--- src/hw/rtl/twb_pkg.sv ---
package twb_pkg;

  localparam int unsigned TS_W      = 48;
  localparam int unsigned TNS_W     = 52;
  localparam int unsigned WINDOW_W  = 31;
  localparam int unsigned ENERGY_W  = 16;
  localparam int unsigned CFD_W     = 16;
  localparam int unsigned EVT_W     = 32;
  localparam int unsigned BOARD_W   = 2;
  localparam int unsigned CHAN_W    = 4;
  localparam int unsigned SLOT_W    = 4;
  localparam int unsigned IDX_CALC_W = 7;

  localparam logic [WINDOW_W-1:0] WINDOW_RESET = 31'd1000;

  localparam int unsigned QUEUE_PTR_W = 2;
  localparam int unsigned QUEUE_DEPTH = 1 << QUEUE_PTR_W;

  typedef enum logic {
    OP_HIT   = 1'b0,
    OP_FLUSH = 1'b1
  } op_e;

  typedef struct packed {
    logic                op;
    logic [ENERGY_W-1:0] energy;
    logic [TS_W-1:0]     timestamp;
    logic [CHAN_W-1:0]   channel;
    logic [SLOT_W-1:0]   slot;
    logic [CFD_W-1:0]    cfd_fraction;
    logic                cfd_forced;
  } hit_t;

  typedef struct packed {
    logic [EVT_W-1:0]    event_number;
    logic [BOARD_W-1:0]  board;
    logic [CHAN_W-1:0]   out_channel;
    logic [ENERGY_W-1:0] max_energy;
    logic [TS_W-1:0]     hit_time;
    logic [CFD_W-1:0]    hit_cfd;
    logic                hit_cfd_forced;
    logic                last;
  } result_t;

  // one stored hit per board/channel
  typedef struct packed {
    logic [ENERGY_W-1:0] energy;
    logic [TS_W-1:0]     timestamp;
    logic [CFD_W-1:0]    cfd;
    logic                forced;
  } entry_t;

  // front -> back command; emit runs first, then store
  typedef struct packed {
    logic                emit;
    logic                store;
    logic [BOARD_W-1:0]  board;
    logic [CHAN_W-1:0]   channel;
    entry_t              hit;
  } cmd_t;

  // readout slot in flight behind the RAM read register
  typedef struct packed {
    logic [EVT_W-1:0]   event_number;
    logic [BOARD_W-1:0] board;
    logic [CHAN_W-1:0]  channel;
    logic               last;
    logic               entry_valid;
  } pend_t;

endpackage

--- src/hw/rtl/twb_cmd_fifo.sv ---
module twb_cmd_fifo (
  input  logic          clk_i,
  input  logic          rst_ni,
  input  logic          push_i,
  input  twb_pkg::cmd_t cmd_i,
  output logic          full_o,
  input  logic          pop_i,
  output logic          empty_o,
  output twb_pkg::cmd_t cmd_o
);

  import twb_pkg::*;

  cmd_t                   mem_q [QUEUE_DEPTH];
  logic [QUEUE_PTR_W-1:0] wr_ptr_q, rd_ptr_q;
  logic [QUEUE_PTR_W:0]   count_q;

  assign full_o  = (count_q == (QUEUE_PTR_W+1)'(QUEUE_DEPTH));
  assign empty_o = (count_q == '0);
  assign cmd_o   = mem_q[rd_ptr_q];

  always_ff @(posedge clk_i or negedge rst_ni) begin
    if (!rst_ni) begin
      wr_ptr_q <= '0;
      rd_ptr_q <= '0;
      count_q  <= '0;
    end else begin
      if (push_i) begin
        wr_ptr_q <= wr_ptr_q + 1'b1;
      end
      if (pop_i) begin
        rd_ptr_q <= rd_ptr_q + 1'b1;
      end
      if (push_i && !pop_i) begin
        count_q <= count_q + 1'b1;
      end else if (pop_i && !push_i) begin
        count_q <= count_q - 1'b1;
      end
    end
  end

  always_ff @(posedge clk_i) begin
    if (push_i) begin
      mem_q[wr_ptr_q] <= cmd_i;
    end
  end

endmodule

--- config.mk ---
export PLATFORM = sky130hd
export DESIGN_NAME = twb_cmd_fifo
export DESIGN_NICKNAME = d
export VERILOG_FILES = /design/src/hw/rtl/twb_pkg.sv /design/src/hw/rtl/twb_cmd_fifo.sv
export SDC_FILE = /design/constraint.sdc
export NUM_CORES = 1
export LEC_CHECK = 0
export BUFFER_PORTS_ARGS = -buffer_cell sky130_fd_sc_hd__buf_2
export CAP_MARGIN = 40
export CORE_UTILIZATION = 45
export DETAILED_ROUTE_END_ITERATION = 16
export PLACE_DENSITY = 0.65
export SYNTH_ARGS = -nofsm -noshare
export SYNTH_HDL_FRONTEND = slang
export SYNTH_SLANG_ARGS = --single-unit
--- constraint.sdc ---
create_clock -name clk_i -period 7.5 [get_ports clk_i]
set_clock_uncertainty 0.15 [all_clocks]
set_input_delay 0.75 -clock clk_i [delete_from_list [all_inputs] [get_ports clk_i]]
set_output_delay 0.75 -clock clk_i [all_outputs]
set_load 0.01 [all_outputs]
# Word-level counts from Yosys, hierarchy flattened
# Memories as Yosys holds them, arrays and structs flattened.
# Index checks and enable logic that the tools add are counted.
[totals]
regBits = 7
ram_bits = 356
inputBits = 93
wordCells = 19
n_memories = 1
[classes]
addsub = 4
eq_ne = 1
mux = 4
reduce_logical = 6
[memory_table]
columns = ["memory", "words", "width", "rd", "rd_ports_with_merged_regs", "write_ports", "line_no", "rtl"]
rows = [
  ["mem_q", 4, 89, 1, 0, 1, "twb_cmd_fifo.sv:14", "cmd_t mem_q [QUEUE_DEPTH];"],
]
[ops]
columns = ["cell", "n"]
rows = [
  ["two-way mux 3 bit", 2],
  ["adder 2 x 1 -> 2 bit (second input constant)", 2],
  ["adder 3 x 1 -> 3 bit (second input constant)", 1],
  ["equality test 3 bit (second input constant)", 1],
  ["logical NOT 3 bit", 1],
  ["subtractor 3 x 1 -> 3 bit (second input constant)", 1],
  ["logical AND 1 bit", 2],
  ["logical NOT 1 bit", 2],
  ["two-way mux 1 bit", 2],
  ["nonzero test 2 bit", 1],
]

# Logic depth before layout (Yosys ltp)
# Gate-level depths: netlist of run 1.
[logic_depth]
ltp_word = 4
mapped_depth = 7

# Worst setup path before layout of run 1
# No wires, ideal clock.
[synth_path]
path_type = "input -> register"
start = "input port push_i"
end = "memory mem_q[1][0] in the netlist's numbering (enable)"
arrival_time_ps = 2814
slack_ps = 4079
stages = 1
n_path_buf = 0
cell_sequence = "and2_1"
[synth_via]
elab_chain_cells = 2
[synth_rtl]
columns = ["element", "line_no", "rtl"]
rows = [
  ["start, declared", "twb_cmd_fifo.sv:4", "input logic push_i,"],
  ["two-way mux 1 bit", "twb_cmd_fifo.sv:43", "if (push_i) begin"],
  ["two-way mux 1 bit (not written as such)", "twb_cmd_fifo.sv:44", "mem_q[wr_ptr_q] <= cmd_i;"],
  ["end, declared", "twb_cmd_fifo.sv:14", ""],
]
# No other way between the ends.

==> results.md, run 1 <==
Outcome:
- The run finished with clean final reports.

Detailed routing:
- The detailed router placed around 5900 vias in this run.
- The average vias per placed instance is 5.28.
- The violation count after the first detailed-route iteration is between 400 and 500.
- Dividing the detail-routed wire length by the instance count gives 21.8 um.
- Wires add up to 24.4 mm.
- After detailed routing, the number of remaining DRC violations is 0.
- The detailed-routing iteration count for the pre-antenna-repair pass is 6.
- Once detail routing completed, the nets flagged for antenna violations numbered 0.

Synthesis:
- The cell type with the highest aggregate area in the netlist is edfxtp_1.
- The number of synthesis warnings is 0.
- The number of distinct library cells after synthesis is 19.
- After synthesis the cells add up to 0.0133 sq mm.
- The gate count after technology mapping is ~500.
- After synthesis, the cell types taking the most area are edfxtp_1 (80%), mux4_2 (15%), buf_12 (1.4%).
- The synthesis-stage register bit count is around 360.
- The net count after synthesis is between 500 and 600.
- The fraction of synthesized cell area taken by the top area cell type is 80.2%.
- After synthesis, flip-flops and latches occupy 81.5% of the total area.
- Dividing the synthesized area by the synthesized cell count gives 26.7 sq um.

Critical path:
- The arrival time reported for the critical path endpoint is 2990 ps.
- The startpoint-to-endpoint class of the critical path is reg2out.
- The signal on the critical path passes through buf_16 -> buf_4 -> buf_12 -> mux4_2 -> buf_2.
- STA classifies the critical path startpoint as a register.
- For this run, the slowest stage of the critical path takes 680 ps.
- STA classifies the critical path endpoint as an output port.
- The largest fanout of any net on the critical path is 33.
- The number of cells on the critical path is 5.
- Measured in cells, the most critical reg-to-reg path has a length of 4.
- The number of buffer and inverter instances along the worst setup path is 4.
- The data required time at the worst endpoint is between 6000 and 7000 ps.
- The slowest stage of the critical path is the dfrtp_4 cell.
- The cell family contributing the most delay on the critical path is buffers and inverters.

Floorplan:
- The initialized floorplan defines between 60 and 70 standard-cell rows.
- The die is 174 um wide.
- The effective utilization at floorplan is 46.1%.
- The height of the die is between 150 and 200 um.
- The floorplan step defined a die boundary enclosing 0.0303 sq mm.
- 184 I/O pins were placed.
- The core region area is 0.0289 sq mm.

Timing:
- The number of hold-slack violations in the final timing report is 0.
- Setup total negative slack on the finished layout was measured at 0 ps.
- The shortest period the worst path allows is 3890 ps.
- The max-slew violation count came to 0.
- In the finished design, the share of the clock period the worst path needs comes to 51.9%.
- The worst hold slack after final layout is 288 ps.
- At the pin with the least slew margin, the transition time is 784 ps.
- Setup repair after global routing left no endpoint under its margin.
- Setup violations remaining at the end of the flow were counted as 0.
- Measured against its own limit, the worst slew margin works out to between 40% and 50%.
- The maximum achievable frequency is between 200 and 300 MHz.

Power:
- The completed layout was analyzed and its total power is 6.20 mW.
- The sequential group share of total power is 45.6%.
- Of the total power, the share spent switching nets is about 28%.
- In this run the static leakage power is about 5.4 nW.
- VDD sags by at most 200 uV.
- The power share of the combinational group is 27.0%.
- The reported net switching power is 1.75 mW.
- The internal power of the cells totals 4.45 mW.
- The clock group share of total power is 27.4%.
- The power density over the cells is 394 mW/mm^2.

Clocking:
- The number of clock sinks seen by CTS is 363.
- The clock latency on the worst-skew pair is 510 ps.
- In this run the clock root is driven by a clkbuf_16.
- The number of buffers on the longest clock path is 3.
- The total CTS buffers is 38.
- The clock tree from TritonCTS is yes.
- CTS built an H-tree with a depth of 2.
- The clock input transition at the sequential cells of the worst setup and hold paths is 60 ps.

Finish:
- The library cells used most frequently in the layout, excluding fill and tap cells, are edfxtp_1 (356), buf_2 (183), mux4_2 (89).
- The final-stage net count is 811.
- The share of cells above drive strength 1 is 45.4%.
- The area growth from synthesis to layout is 18.3%.
- Cells fill approximately 54% of the core in the end.
- Summing all non-filler instances in the final layout gives an area of 0.0158 sq mm.
- The most frequent standard cell in the layout excluding fill and tap cells is edfxtp_1.

Place:
- The final weighted congestion of routability-driven global placement is around 0.71.
- After detailed placement, the total cell area comes to around 0.015 sq mm.
- The HPWL after detailed placement is approximately 15 mm.
- In this run the tool buffered the top-level ports with 183 buffer cells.

Global routing:
- The first global-routing pass estimated 37.9 mm of wire.
- For this run the aggregate overflow at the end of global routing stands at 0.
- The number of global-route vias before repair came to 6609.
- The pin count of the biggest net entering global routing is 49.
- The initial antenna violation count is 3.
- Global routing used between 15 and 20% of the available tracks across all layers.

Hold path:
- The path type of the worst min-delay path is in2reg.
- Along the worst hold path, the cell count comes to 2.

Job:
- The max-cap check violation count is 0.
==> power by group through the flow <==
stage / Clock [mW] / Sequential [mW] / Combinational, mW
floorplan: 0 / 2.78 / 1.24
global placement: 0 / 2.91 / 1.60
detailed placement: 0 / 2.88 / 1.72
CTS: 1.74 / 2.84 / 1.73
global route: 1.82 / 2.87 / 1.81
finish: 1.70 / 2.83 / 1.67
==> worst register-to-register path, delay by kind of cell (launching register included) <==
family / cells / cell delay (ps)
buf+inv: 2 / 860
fa+ha+maj: 1 / 170
flops: 1 / 400
simple gates: 1 / 590
==> cells in the mapped netlist <==
cell type    n
edfxtp_1   356
mux4_2      89
buf_12       9
buf_2        9
dfrtp_1      7
ha_1         5
and2_1       4
inv_1        4
xor2_1       4
nand2_1      2
xnor2_1      2
buf_6        1
clkbuf_1     1
fa_1         1
mux2_2       1
nor2_1       1
nor3_1       1
nor3b_1      1
o21ai_0      1
==> cell families after synthesis <==
logic type	after synthesis	synth area share (%)
AO/OA/AOI/OAI	1	0.0375
XOR/XNOR	6	0.394
adder cells (fa/ha/maj)	6	0.620
buffers and inverters	24	1.92
flip-flops	363	81.5
multiplexers	90	15.1
AND/OR/NAND/NOR	9	0.366
==> layer usage <==
metal  global-route usage [%]  wire length, um  share of wire (%)  up-vias
met5                        0                8              0.033        -
met4                     4.42              438                1.8        2
met3                     4.00             1310                5.4       41
met2                     29.0            12700                 52      164
met1                     20.9             9970                 41     3134
li1                         -                -                  -     2581
==> through the flow <==
stage	std cells	setup WS [ps]
floorplan	499	4080
global placement	1052	3740
detailed placement	1055	4040
CTS	1119	3470
global route	1119	3370
finish	1121	3610
==> timing repair <==
action / 4_1_cts / 5_1_grt
resized for setup: 0 / 0
endpoints found under the hold margin: 7 / 0
buffers inserted: 0 / 0
hold buffers: 1 / 0
==> path summary, 6_finish.rpt <==
kind / start / endpoint / slack [ps]
worst min-delay path: pop_i / rd_ptr_q[0] / 290
worst min register to register: count_q[2] / count_q[2] / 360
max in group asynchronous: rst_ni / rd_ptr_q[1] / 6570
min in group asynchronous: rst_ni / rd_ptr_q[0] / 440
worst max register to register: wr_ptr_q[1] / mem_q[1][49] / 4890
worst max-delay path: rd_ptr_q[0] / cmd_o[33] / 3610
==> sequential cells by signal, indices dropped and copies added, names as in the netlist <==
signal,count
count_q,3
mem_q,356
rd_ptr_q,2
wr_ptr_q,2
==> layout make-up <==
cell class                 count  area [sq um]
clock buffer                  46           981
clock inverter                17           143
multi-input combinational    112          2210
inverter                       4          15.0
sequential                   363         10900
timing repair buffer         193          1050
tap                          384           480
fill                        2197         13200
antenna                        2          5.00
Power figures use the tool's default switching activity.
==> run 2: changes to the inputs <==
Clock period 7.5 ns to 3.86 ns, I/O delays scaled along.
==> results.md, run 2 (same netlist as run 1, synthesis figures left out) <==
Power:
- The total power draw came to 12.4 mW (+99%).
- The cell-internal power is 8.93 mW (+100%).
- The sequential group share of total power is 44.8% (-0.8 points).
- The reported net switching power is 3.44 mW (+96%).
- The clock group share of total power is 28.7% (+1.3 points).
- The power share of the combinational group is 26.5% (-0.5 points).
- The static leakage is 5.78 nW (+7.7%).
- The worst vdd rail ir drop is 539 uV (+170%).
- The power density over the cells is 737 mW/mm^2 (+87%).
- The switching power share of the total is 27.8% (-0.42 points).

Finish:
- The relative area change from synthesis to final layout is 25.9%.
- The library cells used most frequently in the layout, excluding fill and tap cells, are edfxtp_1 (356), buf_2 (183), dlygate4sd3_1 (91).
- The multi-input gate area in the final layout is 0.00221 sq mm (unchanged).
- The flip-flop count of the largest register, all copies and words added is 356 (unchanged).
- The count of non-filler cells in the finished layout is 1213 (+8.2%).
- The total of fill cells in the finished design is 2121 (-3.5%).
- The share of cells above drive strength 1 is 40.5% (-5.0 points).
- The largest register by flop count is mem_q.
- The library cell used most frequently in the layout, excluding fill and tap cells, is edfxtp_1.
- The largest registers in the layout are mem_q x356, count_q x3.
- The total non-filler cell area in the finished layout is 0.0168 sq mm (+6.5%).
- The register area is 0.0109 sq mm (unchanged).
- The final-stage net count is 899 (+11%).

Timing:
- The setup violation total in the final timing report is 0 (unchanged).
- The relative slew slack is 43.0% (-4.7 points).
- Setup repair after global routing left no endpoint under its margin.
- The worst-margin pin slew came to 855 ps (+70.9 ps).
- The max-slew violation count came to 0 (unchanged).
- Derived from the worst setup path, the maximum achievable clock frequency is 333 MHz.
- The final critical path takes up 77.7% of the cycle.
- The final sum of negative setup slack is 0 ps (unchanged).
- The number of hold-slack violations in the final timing report is 0 (unchanged).
- The worst hold slack after final layout was 36.8 ps (-251 ps).
- The shortest period the worst path allows is 3000 ps.

Critical path:
- The endpoint type of the worst setup path is an output port.
- STA classifies the critical path startpoint as a register.
- The largest fanout of any net on the critical path was 35 (+6.1%).
- The data required time at the worst endpoint is 3320 ps (-3280 ps).
- The startpoint-to-endpoint class of the critical path is reg2out.
- The arrival time reported for the critical path endpoint is 2470 ps (-520 ps).

Floorplan:
- The floorplan die area was 0.0303 sq mm (unchanged).
- The placement row count is 62 (unchanged).
- The number of I/O pins was 184 (unchanged).
- The effective utilization at floorplan was 46.1% (unchanged).
- The core region area is 0.0289 sq mm (unchanged).
- The x dimension of the die is 174 um (unchanged).
- The height of the die is 174 um (unchanged).

Detailed routing:
- The mean routed wirelength per cell is 20.2 um (-7.1%).
- The detailed-routing iteration count for the pre-antenna-repair pass is 4 (-2).
- The average vias per placed instance is 5.11 (-3.3%).
- The remaining antenna violation count is 0 (unchanged).
- The number of DRC violations after detailed routing is 0 (unchanged).
- The final wirelength came to 24.5 mm (+0.56%).
- The count of vias placed by the detailed router was 6194 (+4.6%).
- The violation count after the first detailed-route iteration is 375 (-8.1%).

Global routing:
- The pin count of the biggest net entering global routing is 53 (+8.2%).
- The total congestion overflow after global routing was 0 (unchanged).
- The global-route wire length before repair came to 38.3 mm (+1.0%).
- The initial antenna violation count came to 0 (-3).
- The number of global-route vias before repair was 6964 (+5.4%).
- The global routing usage summed across all routing layers is 16.7% (+0.060 points).

Place:
- The placed wire-length estimate after detailed placement is 14.0 mm (-5.5%).
- The final weighted congestion of routability-driven global placement came to 0.729 (+2.5%).
- The placement-stage cell area is 0.0146 sq mm (+0.14%).
- The placed instance count is 1053 (-0.19%).
- The port buffer count is 183 (unchanged).

Clocking:
- The clock tree from TritonCTS is yes.
- The total CTS buffers is 38 (unchanged).
- The master cell of the clock root buffer is clkbuf_16.
- The number of clock sinks seen by CTS is 363 (unchanged).
- The clock latency on the worst-skew pair is 520 ps (about the same).
- The H-tree depth is 2 (unchanged).
- The clock input transition at the sequential cells of the worst setup and hold paths is 50 ps (about the same).
- The number of buffers on the longest clock path is 3 (unchanged).

Job:
- The max-cap check violation count was 0 (unchanged).

Hold path:
- The path type of the worst min-delay path is in2reg.

Outcome:
- The flow ran to the end, and the final reports show no timing, DRC or antenna violations.
==> run 2: per-layer routing <==
layer / global-route usage (%) / wire (um) / vias up
met1: 20.4 / 9730 / 3212
met5: 0 / 0 / -
met2: 29.3 / 12800 / 184
met4: 5.74 / 577 / 0
met3: 3.67 / 1410 / 42
li1: - / - / 2756
==> run 2: stage by stage <==
stage          worst slack (ps)  util [%]
6_report                    859      58.0
4_1_cts                     766      58.0
3_3_place_gp               1340      50.6
5_1_grt                     705      58.0
2_1_floorplan               572         -
3_5_place_dp               1330      50.6
==> run 2: area by class of cell <==
class	count	share of cell area, %
sequential	363	64.8
multi-input combinational	112	13.2
timing repair buffer	281	11.7
clock buffer	46	5.85
tap	384	2.86
clock inverter	22	1.46
inverter	4	0.0895
antenna	1	0.0149
==> run 2: repair_timing <==
action,CTS,global route
buffers inserted,0,0
gates resized for setup,0,0
endpoints found under the hold margin,365,0
hold buffers,91,0
==> run 2: worst max-delay path, cell delays in order (launching register included) <==
cell     delay (ps)
dfrtp_4         810
buf_12          360
mux4_2          570
buf_2           160
==> run 2: power by group through the flow <==
stage	clock network, mW	logic [mW]	registers [mW]
CTS	3.63	3.38	5.57
detailed placement	0	3.29	5.65
floorplan	0	2.41	5.40
global placement	0	3.26	5.59
global route	3.76	3.53	5.63
finish	3.54	3.28	5.54
==> run 2: worst paths after layout <==
path / slack, ps / end / cells after the start / from
worst max-delay path: 860 / cmd_o[23] / 3 / rd_ptr_q[0]
worst min-delay path: 40 / wr_ptr_q[0] / 2 / push_i
worst max register to register: 1620 / mem_q[0][62] / 4 / wr_ptr_q[0]
worst min register to register: 350 / count_q[2] / 1 / count_q[2]
max in group asynchronous: 3280 / rd_ptr_q[0] / 2 / rst_ni
min in group asynchronous: 100 / count_q[1] / 2 / rst_ni
