$ cat src/hw/rtl/twb_pkg.sv
package twb_pkg;

  localparam int unsigned TS_W      = 48;
  localparam int unsigned TNS_W     = 52;
  localparam int unsigned WINDOW_W  = 31;
  localparam int unsigned ENERGY_W  = 16;
  localparam int unsigned CFD_W     = 16;
  localparam int unsigned EVT_W     = 32;
  localparam int unsigned BOARD_W   = 2;
  localparam int unsigned CHAN_W    = 4;
  localparam int unsigned SLOT_W    = 4;
  localparam int unsigned IDX_CALC_W = 7;

  localparam logic [WINDOW_W-1:0] WINDOW_RESET = 31'd1000;

  localparam int unsigned QUEUE_PTR_W = 2;
  localparam int unsigned QUEUE_DEPTH = 1 << QUEUE_PTR_W;

  typedef enum logic {
    OP_HIT   = 1'b0,
    OP_FLUSH = 1'b1
  } op_e;

  typedef struct packed {
    logic                op;
    logic [ENERGY_W-1:0] energy;
    logic [TS_W-1:0]     timestamp;
    logic [CHAN_W-1:0]   channel;
    logic [SLOT_W-1:0]   slot;
    logic [CFD_W-1:0]    cfd_fraction;
    logic                cfd_forced;
  } hit_t;

  typedef struct packed {
    logic [EVT_W-1:0]    event_number;
    logic [BOARD_W-1:0]  board;
    logic [CHAN_W-1:0]   out_channel;
    logic [ENERGY_W-1:0] max_energy;
    logic [TS_W-1:0]     hit_time;
    logic [CFD_W-1:0]    hit_cfd;
    logic                hit_cfd_forced;
    logic                last;
  } result_t;

  // one stored hit per board/channel
  typedef struct packed {
    logic [ENERGY_W-1:0] energy;
    logic [TS_W-1:0]     timestamp;
    logic [CFD_W-1:0]    cfd;
    logic                forced;
  } entry_t;

  // front -> back command; emit runs first, then store
  typedef struct packed {
    logic                emit;
    logic                store;
    logic [BOARD_W-1:0]  board;
    logic [CHAN_W-1:0]   channel;
    entry_t              hit;
  } cmd_t;

  // readout slot in flight behind the RAM read register
  typedef struct packed {
    logic [EVT_W-1:0]   event_number;
    logic [BOARD_W-1:0] board;
    logic [CHAN_W-1:0]  channel;
    logic               last;
    logic               entry_valid;
  } pend_t;

endpackage

$ cat src/hw/rtl/twb_front.sv
module twb_front #(
  parameter int unsigned BOARDS      = 4,
  parameter int unsigned CHANNELS    = 16,
  parameter int unsigned SLOT_OFFSET = 2
) (
  input  logic                           clk_i,
  input  logic                           rst_ni,
  input  logic                           in_valid_i,
  output logic                           in_stall_o,
  input  twb_pkg::hit_t                  in_data_i,
  input  logic [twb_pkg::WINDOW_W-1:0]   window_i,
  input  logic                           full_i,
  output logic                           push_o,
  output twb_pkg::cmd_t                  cmd_o
);

  import twb_pkg::*;

  logic             f_vld_q, f_vld_d;
  hit_t             f_hit_q;
  logic [TNS_W-1:0] f_t10_q;
  logic             open_q, open_d;
  logic [TNS_W-1:0] start_q, start_d;

  logic             accept;
  logic             go;
  logic [TNS_W:0]   diff;
  logic             in_win;
  logic [SLOT_W-1:0] board_raw;
  logic             in_rng;

  assign go         = f_vld_q && !full_i;
  assign in_stall_o = f_vld_q && full_i;
  assign accept     = in_valid_i && !in_stall_o;

  // borrow out of the wide subtract means the hit precedes the start
  assign diff   = {1'b0, f_t10_q} - {1'b0, start_q};
  assign in_win = !diff[TNS_W] && (diff[TNS_W-1:0] <= {{(TNS_W-WINDOW_W){1'b0}}, window_i});

  assign board_raw = f_hit_q.slot - SLOT_W'(SLOT_OFFSET);
  assign in_rng = (f_hit_q.slot >= SLOT_W'(SLOT_OFFSET))
               && ({1'b0, board_raw} < (SLOT_W+1)'(BOARDS))
               && ({1'b0, f_hit_q.channel} < (CHAN_W+1)'(CHANNELS));

  always_comb begin
    push_o            = 1'b0;
    open_d            = open_q;
    start_d           = start_q;
    cmd_o.emit        = 1'b0;
    cmd_o.store       = 1'b0;
    cmd_o.board       = board_raw[BOARD_W-1:0];
    cmd_o.channel     = f_hit_q.channel;
    cmd_o.hit.energy    = f_hit_q.energy;
    cmd_o.hit.timestamp = f_hit_q.timestamp;
    cmd_o.hit.cfd       = f_hit_q.cfd_fraction;
    cmd_o.hit.forced    = f_hit_q.cfd_forced;
    if (go) begin
      if (f_hit_q.op == OP_FLUSH) begin
        if (open_q) begin
          push_o     = 1'b1;
          cmd_o.emit = 1'b1;
        end
        open_d = 1'b0;
      end else if (!open_q) begin
        open_d      = 1'b1;
        start_d     = f_t10_q;
        push_o      = in_rng;
        cmd_o.store = in_rng;
      end else if (in_win) begin
        push_o      = in_rng;
        cmd_o.store = in_rng;
      end else begin
        start_d     = f_t10_q;
        push_o      = 1'b1;
        cmd_o.emit  = 1'b1;
        cmd_o.store = in_rng;
      end
    end
  end

  assign f_vld_d = accept || (f_vld_q && !go);

  always_ff @(posedge clk_i or negedge rst_ni) begin
    if (!rst_ni) begin
      f_vld_q <= 1'b0;
      open_q  <= 1'b0;
      start_q <= '0;
    end else begin
      f_vld_q <= f_vld_d;
      open_q  <= open_d;
      start_q <= start_d;
    end
  end

  // hit time in ns: ticks * 8 + ticks * 2
  always_ff @(posedge clk_i) begin
    if (accept) begin
      f_hit_q <= in_data_i;
      f_t10_q <= TNS_W'({in_data_i.timestamp, 3'b000}) + TNS_W'({in_data_i.timestamp, 1'b0});
    end
  end

endmodule

$ cat config.mk
export PLATFORM = sky130hd
export DESIGN_NAME = twb_front
export DESIGN_NICKNAME = d
export VERILOG_FILES = /design/src/hw/rtl/twb_pkg.sv /design/src/hw/rtl/twb_front.sv
export SDC_FILE = /design/constraint.sdc
export NUM_CORES = 1
export LEC_CHECK = 0
export BUFFER_PORTS_ARGS = -buffer_cell sky130_fd_sc_hd__buf_2
export CAP_MARGIN = 20
export CORE_AREA = 2 2 109 216
export DETAILED_ROUTE_END_ITERATION = 8
export DIE_AREA = 0 0 111 218
export HOLD_SLACK_MARGIN = 0.05
export PLACE_DENSITY = 0.86
export SLEW_MARGIN = 25
export SYNTH_ARGS = -nofsm -noshare
export SYNTH_HDL_FRONTEND = slang
export SYNTH_SLANG_ARGS = --single-unit
$ cat constraint.sdc
create_clock -name clk_i -period 18.6 [get_ports clk_i]
set_clock_uncertainty 0.05 [all_clocks]
set_input_delay 2.79 -clock clk_i [delete_from_list [all_inputs] [get_ports clk_i]]
set_output_delay 2.79 -clock clk_i [all_outputs]
set_load 0.05 [all_outputs]
**Word level (Yosys, flattened, before mapping)**

Cells that the tools add are included.

- Register bits after elaboration: 196
- Latch bits: 0
- Output and inout bits: 91
- RAM bits: 0
- Input bits: 125
- Memories kept: 0
- Word-level logic and storage cells: 44
- Bits in read-only memories: 0

- $add $sub $neg: 3
- Order comparisons: 3
- Reductions and logical operators: 12
- Multipliers: 0
- Divide/modulo/power cells: 0
- Bitwise operators: 1
- Eq/ne operators: 1
- Shifts and indexed selects: 0
- Multiplexer cells: 13

Operator list:

| kind | count |
|---|---|
| $mux 52 | 2 |
| $sub 52x52->53 | 1 |
| $add 51x49->52 | 1 |
| $le 52x31->1 | 1 |
| $mux 1 | 10 |
| $logic_and 1x1->1 | 6 |
| $ge 4x2->1 const B | 1 |
| $logic_not 1->1 | 4 |
| $lt 4x3->1 const B | 1 |
| $sub 4x2->4 const B | 1 |
| $reduce_and 3->1 | 1 |
| $mux 2 | 1 |
| $ne 2x2->1 const B | 1 |
| $logic_or 1x1->1 | 1 |
| $not 1->1 | 1 |

**Logic depth before layout (Yosys ltp)**

Gate-level depths: netlist of run 1.

- Depth in word-level cells: 7
- Depth in mapped cells: 26
- Mapped depth without buffers: 25

**Least setup slack after synthesis of run 1**

No wires, ideal clock.

- Kind: input to register
- Start: input port full_i
- End: register f_hit_q, in the netlist cmd_o[0] (enable)
- Stages on the path: 2
- Buffers on the path: 0
- Library setup time: 0.652 ns
- Path slack: 8.622 ns
- Data arrival time: 9.276 ns
- Required time: 17.898 ns
- Path through: and2_1 > nor2b_1

- Word-level cells in the longest chain between the ends: 3

RTL lines:

| element | line | source |
|---|---|---|
| start: declaration | twb_front.sv:12 | `input logic full_i,` |
| $logic_and 1x1->1 | twb_front.sv:33 | `assign in_stall_o = f_vld_q && full_i;` |
| $logic_not 1->1 | twb_front.sv:34 | `assign accept = in_valid_i && !in_stall_o;` |
| $logic_and 1x1->1 | twb_front.sv:34 |  |
| via accept | twb_front.sv:25 | `logic accept;` |
| end signal: assignment | twb_front.sv:98 | `f_hit_q <= in_data_i;` |
| end: declaration | twb_front.sv:20 | `hit_t f_hit_q;` |

The timed path passes the listed nets, and every way through them passes these cells.
A chain may end at the register's enable or synchronous reset.

==> results of run 1 <==
## power breakdown
group | switching [mW] | internal (mW) | leakage, nW | total, mW
Sequential | 0.0270 | 0.520 | 1.95 | 0.547
Clock | 0.182 | 0.193 | 0.295 | 0.375
Combinational | 0.535 | 0.321 | 4.64 | 0.856
## layer usage
layer / GRT usage (%) / vias up / routed length [um]
met5: 0 / - / 0
met4: 24.04 / 0 / 3087
met3: 5.364 / 169 / 1671
met2: 60.57 / 471 / 20660
met1: 27.24 / 5299 / 11810
li1: - / 5188 / -
## worst max path at each step
stage | end | depth (start not counted)
detailed placement | push_o | 21
finish | push_o | 21
global route | push_o | 21
CTS | push_o | 21
floorplan | cmd_o[0] | 2
global placement | push_o | 21
## cells by family after synthesis
kind of cell,count (synthesis)
adders and majority gates,131
buffers and inverters,233
muxes,54
AOI/OAI and AO/OA,368
DFF,192
and+or+nand+nor,319
xor gates and xnor gates,78
## worst max-delay path, stage by stage, from the launching register on
cell       delay [ns]
edfxtp_1         0.37
inv_1            0.05
ha_1             0.22
fa_1             0.41
nor2b_1          0.17
o2111ai_1        0.27
a2111oi_0        0.96
nor3_1           0.24
o21bai_1         0.32
xor2_1           0.24
ha_1             0.30
nand2_1          0.08
nor2_1           0.04
a211oi_1         0.41
o211ai_1         0.14
o21ai_0          0.31
and4b_1          0.24
nand4b_1         0.11
nor4_1           0.30
a31oi_1          0.14
or2_2            0.29
buf_2            0.21
## through the flow
stage | util (%) | power, mW
after detailed placement | 64.61 | 1.389
after CTS | 67.32 | 1.765
after global routing | 67.33 | 1.878
after global placement | 64.61 | 1.373
final | 67.33 | 1.778
after floorplan | - | 1.167
## placed cells by master (no fill, tap or decap), drive strengths merged, types with 12 or more instances in the layout
cell / instances
buf: 219
edfxtp: 139
ha: 129
inv: 119
a21oi: 111
nand2: 84
o21ai: 66
nor2: 64
xnor2: 53
dfrtp: 53
mux2: 50
a21o: 46
nand4: 26
nand3: 26
xor2: 25
o21a: 21
nor3: 21
nand2b: 19
clkbuf: 17
a211oi: 14
and3: 14
a31oi: 14
and2: 12
o21bai: 12
nor4: 12
## cell type report
| type | instances | area [sq um] | area share [%] |
|---|---|---|---|
| antenna | 1 | 2.502 | 0.01649 |
| clock buffer | 17 | 425.4 | 2.803 |
| clock inverter | 15 | 183.9 | 1.212 |
| inverter | 112 | 420.4 | 2.770 |
| multi-input combinational | 950 | 7189 | 47.37 |
| sequential | 192 | 5500 | 36.24 |
| tap | 280 | 350.3 | 2.308 |
| timing repair buffer | 219 | 1106 | 7.287 |
## sequential cells by signal, indices dropped and copies added (netlist names)
name and flops:
f_vld_q 1, open_q 1, start_q 51, cmd_o 85
f_hit_q 5, f_t10_q 49
==> run summary, run 1 <==
The startpoint identified for the worst hold timing path is f_t10_q[35]. The count of unique library cells instantiated by Yosys is 76. The clock tree from TritonCTS is built.

The run finished with clean final reports. The reported max-cap violation count came out at 0. The number of cells in the finished layout apart from fillers came out at 1786. The critical path is of the flop to output port type.

The HPWL after detailed placement came out at 29600 um. Setup repair after global routing left no endpoint under its margin. The detail-routed via count per cell is 6.230. The number of optimization iterations in the first detailed-route pass is 6.

After the first detailed-routing iteration, the DRC count stood at 712. The simple logic cell fraction of the synthesized area is a little under an eighth. The number of slew-limit violations in the final report came to 0. The worst hold path terminates at start_q[35].

The number of clock sinks is 192. By area, the combinational part of the netlist is dominated by compound AO/OA/AOI/OAI gates. The floorplan step defined a die boundary enclosing 0.02420 sq mm. Setup slack on the critical path of the routed design comes to 9.480 ns.

The width of the chip came out at 111 um. The arithmetic-cell share of the synthesized area counting full adders, half adders and majority gates is 11.87%. The placeable core region is 0.02254 sq mm. Compared with the post-synthesis result, the final layout area differs by 8.964%. The all-layer global routing usage came out at 31.02%. The congestion estimate from routability-driven global placement came to 1.054. By area the synthesized netlist is led by edfxtp_1 (30%), ha_1 (12%), dfrtp_1 (9.5%). The share of synthesized registers carrying an async set or reset came out at 27.60%. The total overflow left after global routing is 0. After layout, the worst path uses 49.03% of the clock period. The slew at the pin closest to its max-slew limit is a little over 1 ns.

Summed over all instances, the cell type with the most area after synthesis is edfxtp_1. The count of cells resized by post-cts repair is 0. The pin count of the biggest net entering global routing came out at 73. The number of clock buffers inserted by TritonCTS is 17.

The kind of start point of the critical path is a flop. The H-tree was split into 4 levels. The global-route wire length before repair is 58760 um. The number of standard-cell rows in the floorplan came out at approximately 80.

The post-placement cell count is 1753. The routed length per placed instance came out at 20.84 um. In this run the clock root is driven by a clkbuf_16. In this run the count of I/O pins placed on the die edge is 216. The total vias in the final route is 11130. In the synthesized netlist, the number of instances is 1375. The via count of the first global-routing pass is approximately 12000.

Summing the areas of all compound-gate instances in the mapped netlist gives 17.34% of the synthesized area. The synthesized design contains 192 register bits. Among all flip-flop cells after synthesis, the most frequent one is edfxtp_1. The number of antenna violations at the first check in global routing is 1. The number of nets at the end of the flow is 1748. The cell area after synthesis came out at 0.01393 sq mm. The type of destination of the critical path is an output port. The leakage component of the power came out at 6.883 nW. The number of setup buffers added after CTS is 0. The total wire length is 37220 um. The worst register-to-register path has a setup slack of ~12 ns. The total count of hold-check failures in the final report came out at 0. The most frequent cell after synthesis is edfxtp_1. On the final layout, the worst hold slack is 0.4600 ns. The worst-case IR drop observed on VDD is 0.09113 mV. The floorplan die height is 218 um. The capturing point of the worst reg2reg path is start_q[7]. The mux cell area share after synthesis is 5.650%. The total of warnings raised by yosys came out at 0. The worst register-to-register path has a depth of 22.

In this run the mean area of a mapped cell was around 10 sq um. The worst relative slew slack is 30.16%. Sorting the synthesized cells by how often they occur yields edfxtp_1 (139), ha_1 (129), inv_1 (112). The hold path depth is 1. The cell area power density came out at 117.2 mW/mm^2. The tightest min-delay check is of the flop to flop type. Once detail routing completed, the nets flagged for antenna violations numbered 0. After clock tree synthesis, the clock-pin slew on the worst setup and hold paths is 0.08 ns. The final setup violation count came out at 0. The share of the synthesized area in the top cell type came out at 29.96%.

In this run the worst setup path begins at cmd_o[17]. The data arrival time of the worst path came out at ~6.3 ns. Summing all placed instances gives a cell area of between 0.01 and 0.015 sq mm. The share of layout cells above drive strength 1 came out at 21.26%. The maximum count of clock buffers along a single path came out at 2.

The clock reaches the later pin of the worst-skew pair after 0.46 ns. The worst register-to-register path begins at cmd_o[17]. The maximum net fanout on the critical path came out at 3. For this configuration, the core starts out at a cell density of 61.79%. The count of buffers inserted at the top-level ports came out at 215. The count of filler cells inserted in the layout came out at around 1700. The parity-gate share of the synthesized area counting xor and xnor cells is 4.904%.

The synthesized design contains ~140 enable-type register cells. The worst slack at placement is 10.13 ns. The number of hold buffers added after cts is 0. The worst path in the final design needs a cycle of around 9 ns, including I/O delays and setup. At the worst endpoint, the required time is 15.76 ns.

When the netlist entered floorplanning its net count stood at 1631. The number of design rule violations left after detail routing came out at 0. The share of the Yosys chip area taken by registers is between 30% and 40%. The maximum frequency from static timing analysis came out at about 110 MHz. For the final routed database, the setup TNS stands at 0 ns. Once layout is done, the placed cells without fillers occupy about 0.015 sq mm.
(Power assumes the default switching activity.)
==> run 2, diff against run 1 <==
- ABC_AREA: not set -> 1
- CORE_AREA: 2 2 109 216 -> 2 2 123 244
- DIE_AREA: 0 0 111 218 -> 0 0 125 246
- PLACE_DENSITY: 0.86 -> 0.77
- clock period: 18.6 -> 7.9 ns (I/O delays scaled with it)
==> run summary, run 2 <==
The number of placed I/O pins is 216 (unchanged). The share of layout cells above drive strength 1 was 13.65% (-7.6 points). The number of optimization iterations in the first detailed-route pass was 5 (-1). The worst ir drop on vdd came to 0.1953 mV (+110%). The pin count of the biggest net entering global routing is 59 (-19%).

The number of slew-limit violations in the final report came to 0 (unchanged). The count of filler cells inserted in the layout is 2807 (+61%). The part of the cycle the worst path needs came out at 73.46%. The flip-flop and latch count after synthesis is 192 (unchanged). The cell area power density is 233.4 mW/mm^2 (+99%). The worst setup path is launched from a flop. The library cell used as clock root buffer is clkbuf_16. The detailed-routing wirelength on met1 is 13830 um (+17%). The final worst setup slack came out at 2.097 ns (-7.383 ns). The post-synthesis instance total is 2040 (+48%). The deepest level of the CTS H-tree is 4 (unchanged). Compared with the post-synthesis result, the final layout area differs by 9.471%.

The total wire length came to 39650 um (+6.5%). The number of nets at the end of the flow is 2433 (+39%). The critical path starts at cmd_o[17]. The count of unique library cells instantiated by Yosys is 45 (-41%). The detail-routed via count per cell is 5.193 (-17%). The maximum net fanout on the critical path is 3 (unchanged).

The clock period minus final worst setup slack came out at 5.803 ns. The total of warnings raised by yosys came out at 0 (unchanged). The count of cells resized by post-cts repair came to 0 (unchanged). The cell type contributing the most total cell area after synthesis is edfxtp_1. The final setup violation count was 0 (unchanged). The number of clock buffers inserted by TritonCTS is 17 (unchanged).

In the post-synthesis netlist, the biggest area contributors are edfxtp_1 (28%), nand2_1 (15%), ha_1 (11%). The count of nets left with antenna violations after detail routing is 0 (unchanged). The area enclosed by the die boundary is 0.03075 sq mm (+27%). The clock latency reported for the late side of the worst-skew pair is 0.45 ns (about the same). The reported max-cap violation count came to 0 (unchanged).

The width of the chip came out at 125 um (+13%). The flow ran to the end, and the final reports show no timing, DRC or antenna violations. The met3 wirelength from detailed routing came out at 1431 um (-14%). In this run the most critical hold path is launched from start_q[17]. The number of clock sinks was 192 (unchanged). Setup repair after global routing left no endpoint under its margin. The count of buffers inserted at the top-level ports came out at 215 (unchanged). The final weighted congestion of routability-driven global placement is 0.9988 (-5.2%). The met2 routed wirelength is 21180 um (+2.5%). The most used flip-flop cell after synthesis is edfxtp_1. In this run the critical register-to-register path is launched from cmd_o[17]. The global-route wire length before repair came out at 63230 um (+7.6%). The all-layer global routing usage is 25.93% (-5.1 points).

The maximum count of clock buffers along a single path came out at 2 (unchanged). The type of destination of the critical path is an output port. The share of synthesized registers carrying an async set or reset came out at 27.60% (unchanged). TritonCTS built the clock tree. The worst relative slew slack came out at 47.18% (+17 points). Leaving out fill and tap cells, the most frequent cell in the layout is nand2_1. The residual overflow from global routing came out at 0 (unchanged). The number of synthesized flops with an enable pin came out at 139 (unchanged). The total count of hold-check failures in the final report is 0 (unchanged). The commonest cells after synthesis are nand2_1 (603), inv_1 (351), nor2_1 (157). The data arrival time of the worst path came out at 4.57 ns (-1.71 ns).

The synthesized area per cell came out at 7.402 sq um (-27%). The placeable core region is 0.02885 sq mm (+28%). The cell area after synthesis is 0.01510 sq mm (+8.4%). The starting utilization of the core area is 52.35% (-9.4 points). The critical path class is flop to output port. The number of nets produced by synthesis came out at 2296 (+41%). The post-placement cell count came out at 2518 (+44%).

The number of hold buffers added after cts came to 0 (unchanged). The smallest hold slack came out at 0.4218 ns (-0.03813 ns). The share of the synthesized area in the top cell type was 27.64% (-2.3 points). The number of DRC markers in iteration 0 is 612 (-14%). The required time reported for the critical path endpoint came to 6.66 ns (-9.10 ns). The sequential element share of the synthesized area is 36.42% (-3.1 points). By instance count, the leading cell after synthesis is nand2_1. The flip-flop count of the largest register, all copies and words added is 85 (unchanged). The min-delay analysis places its worst path in the category flop to flop. The floorplan die height came out at 246 um (+13%). For this run, the top clock speed supported by timing is between 150 and 200 MHz.

The routed length per placed instance came to 15.55 um (-25%). The clock slew seen by the registers of the worst setup and hold paths is 0.08 ns (about the same). The slew at the pin closest to its max-slew limit is 0.7840 ns (-0.2372 ns). The antenna cell count came to 0 (-1). The number of cells in the finished layout apart from fillers came to 2550 (+43%). The total vias in the final route came out at 13240 (+19%). The via count of the first global-routing pass is 13620 (+16%). The HPWL after detailed placement came out at 33130 um (+12%).

The number of standard-cell rows in the floorplan is 88 (+13%). The final-layout setup total negative slack is 0 ns (unchanged). The worst slack at placement is 2.589 ns (-7.546 ns). The count of buffers added by post-CTS timing repair for setup came out at 0 (unchanged). The top metal layer carrying routed signals is met4. The leakage component of the power is 8.668 nW (+26%). The total power after layout is 3.859 mW (+120%). The number of design rule violations left after detail routing is 0 (unchanged).

In the layout the commonest cells are nand2_1 (603), inv_1 (351), buf_2 (215), nor2_1 (155), edfxtp_1 (139). The number of antenna violations at the first check in global routing is 0 (-1).
run 2: power by group:
| part | internal (mW) | leakage, nW | switching (mW) |
|---|---|---|---|
| clock | 0.457 | 0.300 | 0.423 |
| sequential | 1.21 | 1.98 | 0.0518 |
| combinational | 0.570 | 6.38 | 1.15 |
| total | 2.24 | 8.67 | 1.62 |
run 2: layout make-up:
cell class | count | area, sq um | area share [%]
Tap cell | 360 | 450.4 | 2.725
Sequential cell | 192 | 5500 | 33.27
Inverter | 372 | 1396 | 8.447
Timing Repair Buffer | 220 | 1114 | 6.736
Clock inverter | 15 | 190.2 | 1.150
Clock buffer | 17 | 425.4 | 2.573
Multi-Input combinational cell | 1374 | 7455 | 45.10
run 2: final timing paths:
check | depth (start not counted) | endpoint | slack (ns)
setup / recovery | 22 | push_o | 2.10
hold / removal | 2 | start_q[17] | 0.42
setup reg to reg | 23 | start_q[14] | 2.92
hold reg to reg | 2 | start_q[17] | 0.42
max in group asynchronous | 2 | start_q[42] | 6.48
min in group asynchronous | 2 | start_q[2] | 0.80
run 2: cell families (layout without fill, tap and decap cells):
kind of cell               count (synthesis)  in the layout  share of synthesized area (%)
adders and majority gates                131            131                          10.95
and+or+nand+nor                          939            939                          25.54
AOI/OAI and AO/OA                        229            229                          8.418
DFF                                      192            192                          36.42
buffers and inverters                    474            624                          14.31
xor gates and xnor gates                  75             75                          4.350
run 2: routing by layer:
metal / track usage [%] / vias to the layer above
li1: - / 6713
met1: 24.78 / 6003
met2: 49.47 / 389
met3: 3.322 / 136
met4: 19.67 / 0
met5: 0 / -
run 2: metrics by stage:
step / util, % / instance area, sq um
finish: 57.30 / 16530
global route: 57.30 / 16530
CTS: 57.30 / 16530
detailed placement: 55.17 / 15920
global placement: 55.17 / 15920
floorplan: - / 15100
run 2: worst max-delay path: stages, from the launching register on:
cell and delay, ns:
edfxtp_1 0.37, inv_1 0.05, ha_1 0.22, fa_1 0.42, inv_1 0.11, nand2_1 0.07, nand3_1 0.19, nand3_1 0.10
nand2_1 0.24, xor2_1 0.23, ha_1 0.28, a21oi_1 0.15, o21ai_0 0.11, a21oi_1 0.13, or2_2 0.12, nand3_1 0.06
nand2_1 0.07, nand2_1 0.05, a21oi_1 0.53, nand3_1 0.15, nor2_1 0.17, o21bai_1 0.08, buf_2 0.21
==> run 3, diff against run 2 <==
- clock period: 7.9 -> 5.2 ns (I/O delays scaled with it)
==> run summary, run 3 (synthesis gave the netlist of run 2 again) <==
The flow ran to the end, and the final reports show no timing, DRC or antenna violations. The via count of the first global-routing pass came out at 13650 (+0.23%). The pin count of the biggest net entering global routing came out at 135 (+130%). The path class of the tightest hold or removal check is input port to asynchronous set/reset pin. The antenna cell count came out at 0 (unchanged). The highest cell delay on the worst timing path is 0.46 ns (-0.07 ns). The fraction of power spent switching nets is 41.79% (-0.19 points). The worst setup path is launched from a flop. The worst setup path is captured at an output port. The area after detailed placement came out at 0.01594 sq mm (+0.13%). The reported max-cap violation count is 0 (unchanged). The part of the cycle the worst path needs came out at a little over nine tenths. The count of buffers inserted at the top-level ports is 215 (unchanged). The number of cells in the finished layout apart from fillers came out at 2557 (+0.27%). The highest-delay cell along the critical path is edfxtp_1. The HPWL after detailed placement is 32840 um (-0.86%). The clock slew seen by the registers of the worst setup and hold paths came to 0.08 ns (about the same).

The final weighted congestion of routability-driven global placement came to 0.9796 (-1.9%). The number of optimization iterations in the first detailed-route pass is 6 (+1). The starting utilization of the core area is 52.35% (unchanged).

The routed design could run at a clock period as short as approximately 5 ns. The combinational group share of total power was 46.1% (+1.6 points). The residual overflow from global routing came to 0 (unchanged).

The flip-flop count of the largest register, all copies and words added is 85 (unchanged). TritonCTS built the clock tree. The number of design rule violations left after detail routing is 0 (unchanged). The number of antenna violations at the first check in global routing came out at 0 (unchanged).

The area growth from synthesis to layout came out at 11.67%. The number of buffers and inverters on the critical path is 2 (-1). The leakage component of the power is 8.689 nW (+0.25%). The placeable core region is 0.02885 sq mm (unchanged). The count of nets left with antenna violations after detail routing came out at 0 (unchanged). The routed length per placed instance came to 15.83 um (+1.8%). The maximum frequency from static timing analysis is roughly 200 MHz. The number of placed I/O pins came out at 216 (unchanged). The detail-routed via count per cell is 5.255 (+1.2%). The slew at the pin closest to its max-slew limit came to 0.7196 ns (-0.06439 ns).

The cell area power density is 353.6 mW/mm^2 (+51%). The total count of hold-check failures in the final report was 0 (unchanged). The worst relative slew slack is 52.02% (+4.8 points).

The data arrival time of the worst path came out at 4.17 ns (-0.40 ns). The number of DRC markers in iteration 0 is 731 (+19%). The worst slack at placement came out at 0.5685 ns (-2.020 ns). The final setup violation count came to 0 (unchanged). The most numerous cell type found on the critical path is nand2_1. The total vias in the final route came out at 13440 (+1.5%).

The total wire length was 40480 um (+2.1%). The share of layout cells above drive strength 1 came out at 16.20% (+2.6 points). The post-placement cell count was 2519 (+0.040%). The global-route wire length before repair was 63410 um (+0.28%).

By startpoint and endpoint, the worst setup path is classified as flop to output port. Leaving out fill and tap cells, the most frequent cells in the layout are nand2_1 (593), inv_1 (350), buf_2 (213), nor2_1 (150), edfxtp_1 (139). The cell-internal power was 3.471 mW (+55%).

The post-route standard cell area excluding fillers is 0.01686 sq mm (+2.0%). The all-layer global routing usage is 25.86% (-0.070 points). The maximum net fanout on the critical path is 4 (+1).

The total net switching power is 2.492 mW (+54%). The most frequent standard cell in the layout excluding fill and tap cells is nand2_1. The maximum count of clock buffers along a single path is 2 (unchanged). The portion of total power attributed to sequential cells is 32.3% (-0.4 points). The required time reported for the critical path endpoint is 4.37 ns (-2.29 ns).

The final worst setup slack is 0.2042 ns (-1.892 ns). The deepest level of the CTS H-tree came to 4 (unchanged). The family of cells with the greatest summed delay on the critical path is simple AND/OR/NAND/NOR gates. The clock latency reported for the late side of the worst-skew pair is 0.45 ns (about the same). The number of clock sinks is 192 (unchanged). The relative contribution of the clock network to total power is 21.5% (-1.3 points). The floorplan die height came out at 246 um (unchanged).

The library cell used as clock root buffer is clkbuf_16. The width of the chip is 125 um (unchanged). The number of slew-limit violations in the final report was 0 (unchanged). The worst ir drop on vdd is 0.2651 mV (+36%). The number of standard-cell rows in the floorplan is 88 (unchanged).

The number of nets at the end of the flow came out at 2440 (+0.29%). The number of clock buffers inserted by TritonCTS came to 17 (unchanged). The area enclosed by the die boundary came out at 0.03075 sq mm (unchanged).
## run 3: changes by cell type in the layout (fill, tap and decap cells not counted), moves of 5 or more
cell,previous run,this run
buf_4,5,12
ha_1,129,106
ha_2,0,11
ha_4,0,12
nand2_1,603,593
nand2_2,6,14
nor2_1,155,150
## run 3: power groups by stage
stage	Clock [mW]	Combinational [mW]	Sequential, mW
6_report	1.28	2.75	1.93
2_1_floorplan	0	1.94	1.93
5_1_grt	1.37	3.08	1.95
4_1_cts	1.31	2.59	1.92
3_3_place_gp	0	2.53	1.94
3_5_place_dp	0	2.58	1.95
## run 3: area by class of cell
type | instances | area, sq um
Fill cell | 2725 | 11980
Multi-Input combinational cell | 1374 | 7739
Sequential cell | 192 | 5500
Inverter | 372 | 1396
Timing Repair Buffer | 227 | 1184
Clock buffer | 18 | 450.4
Tap cell | 360 | 450.4
Clock inverter | 14 | 143.9
## run 3: layer usage
layer / GRT usage, % / up-vias / share of wire (%)
li1: - / 6720 / -
met1: 24.89 / 6155 / 35
met2: 49.49 / 411 / 54
met3: 3.431 / 151 / 3.6
met4: 18.73 / 0 / 7.6
met5: 0 / - / 0
## run 3: final timing paths
kind / cells past startpoint / slack (ns) / startpoint / endpoint
max: 25 / 0.20 / f_t10_q[6] / push_o
min in group clk_i: 2 / 0.42 / start_q[43] / start_q[43]
min reg2reg: 2 / 0.42 / start_q[43] / start_q[43]
max reg2reg: 26 / 0.79 / f_t10_q[6] / start_q[8]
max in group asynchronous: 2 / 4.20 / rst_ni / start_q[37]
min: 2 / 0.39 / rst_ni / start_q[6]
## run 3: worst register-to-register path: cells and delay by family, from the launching register on
kind | cells | cell delay (ns)
compound gates | 2 | 0.17
xor+xnor | 1 | 0.10
flops | 1 | 0.46
buf+inv | 3 | 0.76
simple gates | 18 | 2.19
fa+ha+maj | 2 | 0.63
## run 3: per-stage QoR
step	hold WS, ns	utilization (%)	power, mW	TNS (ns)
CTS	0.4251	57.30	5.827	0
finish	0.3928	58.46	5.963	0
detailed placement	0.4081	55.24	4.533	0
global placement	0.4032	55.24	4.477	0
floorplan	0.3919	-	3.876	0
global route	0.4245	58.46	6.393	-0.1492
## run 3: repair_timing
item                       CTS  global route
setup endpoints to repair    0             2
buffers inserted             0             6
gates resized for setup      0            59
hold buffers                 0             0
